===== config.mk =====
export PLATFORM = sky130hd
export DESIGN_NAME = bpa_cfg
export DESIGN_NICKNAME = d
export VERILOG_FILES = /design/src/hw/rtl/bpa_pkg.sv /design/src/hw/rtl/bpa_cfg.sv
export SDC_FILE = /design/constraint.sdc
export NUM_CORES = 1
export LEC_CHECK = 0
export ABC_AREA = 1
export BUFFER_PORTS_ARGS = -buffer_cell sky130_fd_sc_hd__clkbuf_2
export CAP_MARGIN = 20
export CORE_UTILIZATION = 52
export DETAILED_ROUTE_END_ITERATION = 16
export PLACE_DENSITY = 0.84
export SYNTH_ARGS = -nofsm -noshare
export SYNTH_HDL_FRONTEND = slang
export SYNTH_SLANG_ARGS = --single-unit

===== constraint.sdc =====
create_clock -name clk -period 2.81 [get_ports clk]
set_clock_uncertainty 0.1 [all_clocks]
set_input_delay 0 -clock clk [delete_from_list [all_inputs] [get_ports clk]]
set_output_delay 0 -clock clk [all_outputs]
set_load 0.005 [all_outputs]

===== src/hw/rtl/bpa_pkg.sv =====
// Shared constants, codes and types of the bitmap page allocator.
// No dependencies; every other file but bpa_ram imports this package.
package bpa_pkg;

	// Sizing of the managed memory and the bitmap
	localparam int MAX_PAGES   = 65536;
	localparam int WORD_BITS   = 32;
	localparam int PAGE_SHIFT  = 12;
	localparam int ADDR_W      = 32;
	localparam int NWORDS      = (MAX_PAGES + WORD_BITS - 1) / WORD_BITS;
	localparam int NGROUPS     = (NWORDS + WORD_BITS - 1) / WORD_BITS;
	localparam int CNT_W       = $clog2(MAX_PAGES) + 1;
	localparam int PAGE_IDX_W  = $clog2(MAX_PAGES);
	localparam int BIT_IDX_W   = $clog2(WORD_BITS);
	localparam int WORD_IDX_W  = $clog2(NWORDS);
	localparam int GROUP_W     = $clog2(NGROUPS);
	localparam int STATUS_W    = 3;
	localparam int KIND_W      = 2;
	localparam int REG_IDX_W   = 2;

	// Item kinds
	typedef enum logic [KIND_W-1:0] {
		KIND_ALLOC = 2'd0,
		KIND_FREE  = 2'd1,
		KIND_INIT  = 2'd2
	} kind_t;

	// Result status codes
	typedef enum logic [STATUS_W-1:0] {
		ST_OK           = 3'd0,
		ST_NONE_FREE    = 3'd1,
		ST_NULL         = 3'd2,
		ST_MISALIGNED   = 3'd3,
		ST_RANGE        = 3'd4,
		ST_ALREADY_FREE = 3'd5
	} status_t;

	// Configuration register indexes
	typedef enum logic [REG_IDX_W-1:0] {
		REG_PAGE_COUNT     = 2'd0,
		REG_BASE_ADDRESS   = 2'd1,
		REG_RESERVED_PAGES = 2'd2
	} reg_index_t;

	// Configuration as seen by the core (page count already clamped)
	typedef struct packed {
		logic [CNT_W-1:0]  cnt;
		logic [ADDR_W-1:0] base;
		logic [CNT_W-1:0]  res;
	} cfg_t;

	// One result item
	typedef struct packed {
		logic [ADDR_W-1:0] addr;
		status_t           status;
		logic [CNT_W-1:0]  free;
		logic [CNT_W-1:0]  total;
	} res_t;

endpackage


===== src/hw/rtl/bpa_cfg.sv =====
// Configuration register file of the page allocator.
// Depends on bpa_pkg for register indexes and the cfg_t struct.
module bpa_cfg
	import bpa_pkg::*;
(
	input  logic                 clk,
	input  logic                 arst_n,
	input  logic                 cfg_valid,
	output logic                 cfg_ready,
	input  logic [REG_IDX_W-1:0] cfg_index,
	input  logic [ADDR_W-1:0]    cfg_data,
	output cfg_t                 cfg
);

	logic [CNT_W-1:0]  page_count_q;
	logic [ADDR_W-1:0] base_q;
	logic [CNT_W-1:0]  reserved_q;

	assign cfg_ready = 1'b1;

	// decode writes; unknown indexes are dropped
	always_ff @(posedge clk or negedge arst_n) begin
		if (!arst_n) begin
			page_count_q <= CNT_W'(MAX_PAGES);
			base_q       <= '0;
			reserved_q   <= CNT_W'(1);
		end else if (cfg_valid && cfg_ready) begin
			unique case (reg_index_t'(cfg_index))
				REG_PAGE_COUNT:     page_count_q <= cfg_data[CNT_W-1:0];
				REG_BASE_ADDRESS:   base_q       <= cfg_data;
				REG_RESERVED_PAGES: reserved_q   <= cfg_data[CNT_W-1:0];
				default: ;
			endcase
		end
	end

	// clamp the page count to what the bitmap holds
	always_comb begin
		cfg.cnt  = (page_count_q > CNT_W'(MAX_PAGES)) ? CNT_W'(MAX_PAGES) : page_count_q;
		cfg.base = base_q;
		cfg.res  = reserved_q;
	end

endmodule


# Yosys cells after proc, flatten, opt, wreduce, memory -nomap -nowiden
# Index checks and enable logic that the tools add are counted.
[op_classes] n_lt_le_gt_ge=1 n_eq_ne=2 mux=1 reduce_logical=4
[ops] op="17-bit > comparator, second input constant" n=1
[ops] op="17-bit 2-to-1 mux" n=1
[ops] op="2-bit AND reduction" n=3
[ops] op="2-bit by 1-bit equality test with 1-bit output, second input constant" n=1
[ops] op="2-bit equality test, second input constant" n=1
[ops] op="2-bit logical NOT" n=1
[totals] register_bits=66 wordCells=11

# Depth between registers and ports, before layout
[logic_depth] depth_word=2 ltp_mapped=6 depth_no_buf=5

# Least setup slack after synthesis
# Ideal clock, no wire load.
[synth_path] kind="reg-to-output" from="register page_count_q[16]" to="output cfg[54] in the netlist's numbering" t_arrival_ps=1025 slack_ps=1685 stages_incl_launch_ff=4 cell_sequence="dfstp_2 buf_2 buf_2 a21oi_2"
[synth_rtl] item="start, declared" line_no="bpa_cfg.sv:15" text="logic [CNT_W-1:0] page_count_q;"
[synth_rtl] item="start signal, assigned" line_no="bpa_cfg.sv:24" text="page_count_q <= CNT_W'(MAX_PAGES);"
[synth_rtl] item="start signal, assigned" line_no="bpa_cfg.sv:29" text="REG_PAGE_COUNT: page_count_q <= cfg_data[CNT_W-1:0];"
[synth_rtl] item="end, declared" line_no="bpa_cfg.sv:12" text="output cfg_t cfg"

==> impl_metrics.env <==
export IMPL_h_tree_depth=3
export IMPL_grt_max_degree=65
export IMPL_hp_class="in2reg"
export IMPL_antenna_found_initial=0
export IMPL_rows=26
export IMPL_synth_seq_cells=66
export IMPL_finalNetCount=474
export IMPL_placed_area_um2=3250
export IMPL_synthesis_instances=301
export IMPL_yosysSeqAreaShare_pct=60.4
export IMPL_crit_chain="nor2_1 > nand2_1 > nor2_2 > nand2_4 > a21oi_1 > clkbuf_2"
export IMPL_slew_headroom_pct=34.6
export IMPL_crit_path_top_delay_cell="dfrtp_1"
export IMPL_wl_per_cell_um=13.3
export IMPL_clk_path_buf_depth=2
export IMPL_path_buf_inv=1
export IMPL_endpoint_kind="output pin"
export IMPL_fmax_mhz=606
export IMPL_dr_pass1_iters=4
export IMPL_cts_tree="built"
export IMPL_drcViolationCount=0
export IMPL_syn_num_nets=338
export IMPL_synth_compound_area_share_pct=16.6
export IMPL_coreArea_um2=5070
export IMPL_ant_nets=0
export IMPL_clk_pin_slew_ps=70
export IMPL_die_area_um2=5560
export IMPL_critPathMaxStageDelay_ps=400
export IMPL_place_congestion=0.824
export IMPL_finalMaxSlewViolations=0
export IMPL_pwr_density_cell_nw_per_um2=630
export IMPL_rsz0062_at_grt="no"
export IMPL_cp_top_family="simple AND/OR/NAND/NOR gates"
export IMPL_synthMuxAreaShare_pct=0
export IMPL_leakage_nw=2.10
export IMPL_timing_final_crit_share_pct=58.7
export IMPL_ios=104
export IMPL_via_per_inst=4.78
export IMPL_vias=2441
export IMPL_crit_fanout=16
export IMPL_start_kind="flop"
export IMPL_grt_first_pass_wirelength_mm=10.5
export IMPL_critPathKind="reg2out"
export IMPL_port_buffers=102
export IMPL_ys_warn_count=0
export IMPL_synth_xor_area_share_pct=0
export IMPL_grtUsageTotal_pct=25.7
export IMPL_grt_overflow=0
export IMPL_timing_final_hold_violations=0
export IMPL_n_fill_cell=381
export IMPL_cts_sinks=66
export IMPL_drt_iter0_drc=166
export IMPL_grt_pass1_vias=2269
export IMPL_syn_area_um2=2740
export IMPL_synthSimpleGateAreaFrac_pct=12.5
export IMPL_required_ps=2710
export IMPL_finalSetupViolations=0
export IMPL_area_delta_synth_final_pct=39.7
export IMPL_synth_cell_types=18
export IMPL_drive_gt1_share_pct=30.8
export IMPL_cts_buffers=9
export IMPL_finish_utilization_pct=75.3
export IMPL_setup_tns_ps=0
export IMPL_ctsResizeCount=0
export IMPL_layout_min_cycle_time_ps=1650
export IMPL_initial_core_util_pct=53.9
export IMPL_synth_top_family_by_area="compound AO/OA/AOI/OAI gates"
export IMPL_hpwlAfterDp_mm=4.31
export IMPL_critPathArrivalTime_ps=1550
export IMPL_clock_latency_ps=330
export IMPL_yosys_area_share_adder_pct=0
export IMPL_ir_drop_uv=373
export IMPL_postSynthAreaPerCell_um2=9.09
export IMPL_antennaDiodeCount=0
export IMPL_outcome="finished, final reports clean"
export IMPL_worst_slew_pin_transition_ps=979
export IMPL_design_area_um2=3820
export IMPL_wl_mm=6.81
export IMPL_drv_cap=0
export IMPL_dieWidth_um=74.5
export IMPL_cts_root_buf="clkbuf_8"
export IMPL_dieHeight_um=74.5
power by group:
| group | leakage [nW] | internal (mW) | switching, mW |
|---|---|---|---|
| clock | 0.0920 | 0.359 | 0.330 |
| sequential | 0.820 | 1.11 | 0.113 |
| combinational | 1.19 | 0.248 | 0.251 |
what timing repair did:
item,4_1_cts,5_1_grt
buffers inserted,0,0
endpoints found under the setup margin,0,0
endpoints found under the hold margin,108,3
hold buffers,33,3
sequential cells by signal, summed over array words and instances (netlist names):
name and flops:
page_count_q 17, reserved_q 17, base_q 32
final timing paths:
kind,slack [ps],from,end,cells past startpoint
min in group asynchronous,440,arst_n,reserved_q[9],3
setup reg to reg,1620,page_count_q[16],page_count_q[16],2
hold reg to reg,390,base_q[27],base_q[27],2
setup / recovery,1160,page_count_q[10],cfg[50],6
hold / removal,130,cfg_index[0],base_q[19],4
max in group asynchronous,1470,arst_n,reserved_q[0],5
synth_stat cells:
cell type / n / share of area [%]
nor2_2: 2 / 0.46
buf_12: 1 / 0.73
a21oi_4: 1 / 0.59
nor2_1: 10 / 1.4
a21oi_2: 9 / 2.9
dfstp_2: 2 / 1.9
buf_4: 1 / 0.27
clkbuf_1: 4 / 0.55
nand2_4: 1 / 0.41
dfrtp_1: 64 / 59
conb_1: 1 / 0.14
o21ai_0: 53 / 9.7
inv_1: 49 / 6.7
nand3_2: 1 / 0.37
a21oi_1: 6 / 1.1
nand2_1: 72 / 9.9
buf_2: 11 / 2.0
o21ai_1: 13 / 2.4
metal layers:
metal  up-vias  track usage, %  wire length [µm]
met4         0            10.5               113
li1       1199               -                 -
met1      1140            34.5              2930
met5         -               0                 0
met3        11            6.91               385
met2        91            40.0              3390
metrics by stage:
step                      hold slack, ps  total power [mW]  std cells  setup slack [ps]
after floorplan                     -396              1.43        301              1690
after global placement              97.0              1.66        458              1270
after detailed placement             108              1.68        458              1140
after CTS                            278              2.41        506              1130
after global routing                 174              2.55        511               991
final                                133              2.41        511              1160
layout by cell type (no fill, tap or decap):
cell type,n
clkbuf_2,101
nand2_1,72
dfrtp_1,64
o21ai_0,53
inv_1,49
dlygate4sd3_1,36
o21ai_1,13
clkbuf_8,11
nor2_1,10
a21oi_2,9
a21oi_1,6
clkinv_2,3
nor2_2,2
buf_12,2
dfstp_2,2
buf_4,2
nand2_4,1
a21oi_4,1
nand3_2,1
conb_1,1
clkbuf_1,1
buf_2,1
layout make-up:
cell class              count  area [µm²]  area share, %
inverters                  49         184           4.81
clock buffers              12         155           4.06
flip-flops and latches     66        1650           43.3
multi-input cells         169         801           20.9
repair buffers            142         926           24.2
clock inverters             3        15.0          0.393
well taps                  70        87.6           2.29
cell families after synthesis:
kind of cell,count (synthesis)
other cells,1
simple gates,86
flops,66
compound gates,82
buf+inv,66
worst min-delay path, cell delays in order:
cell	delay (ps)
clkbuf_2	100
nand3_2	110
buf_12	230
o21ai_1	80
(Power assumes the default switching activity.)
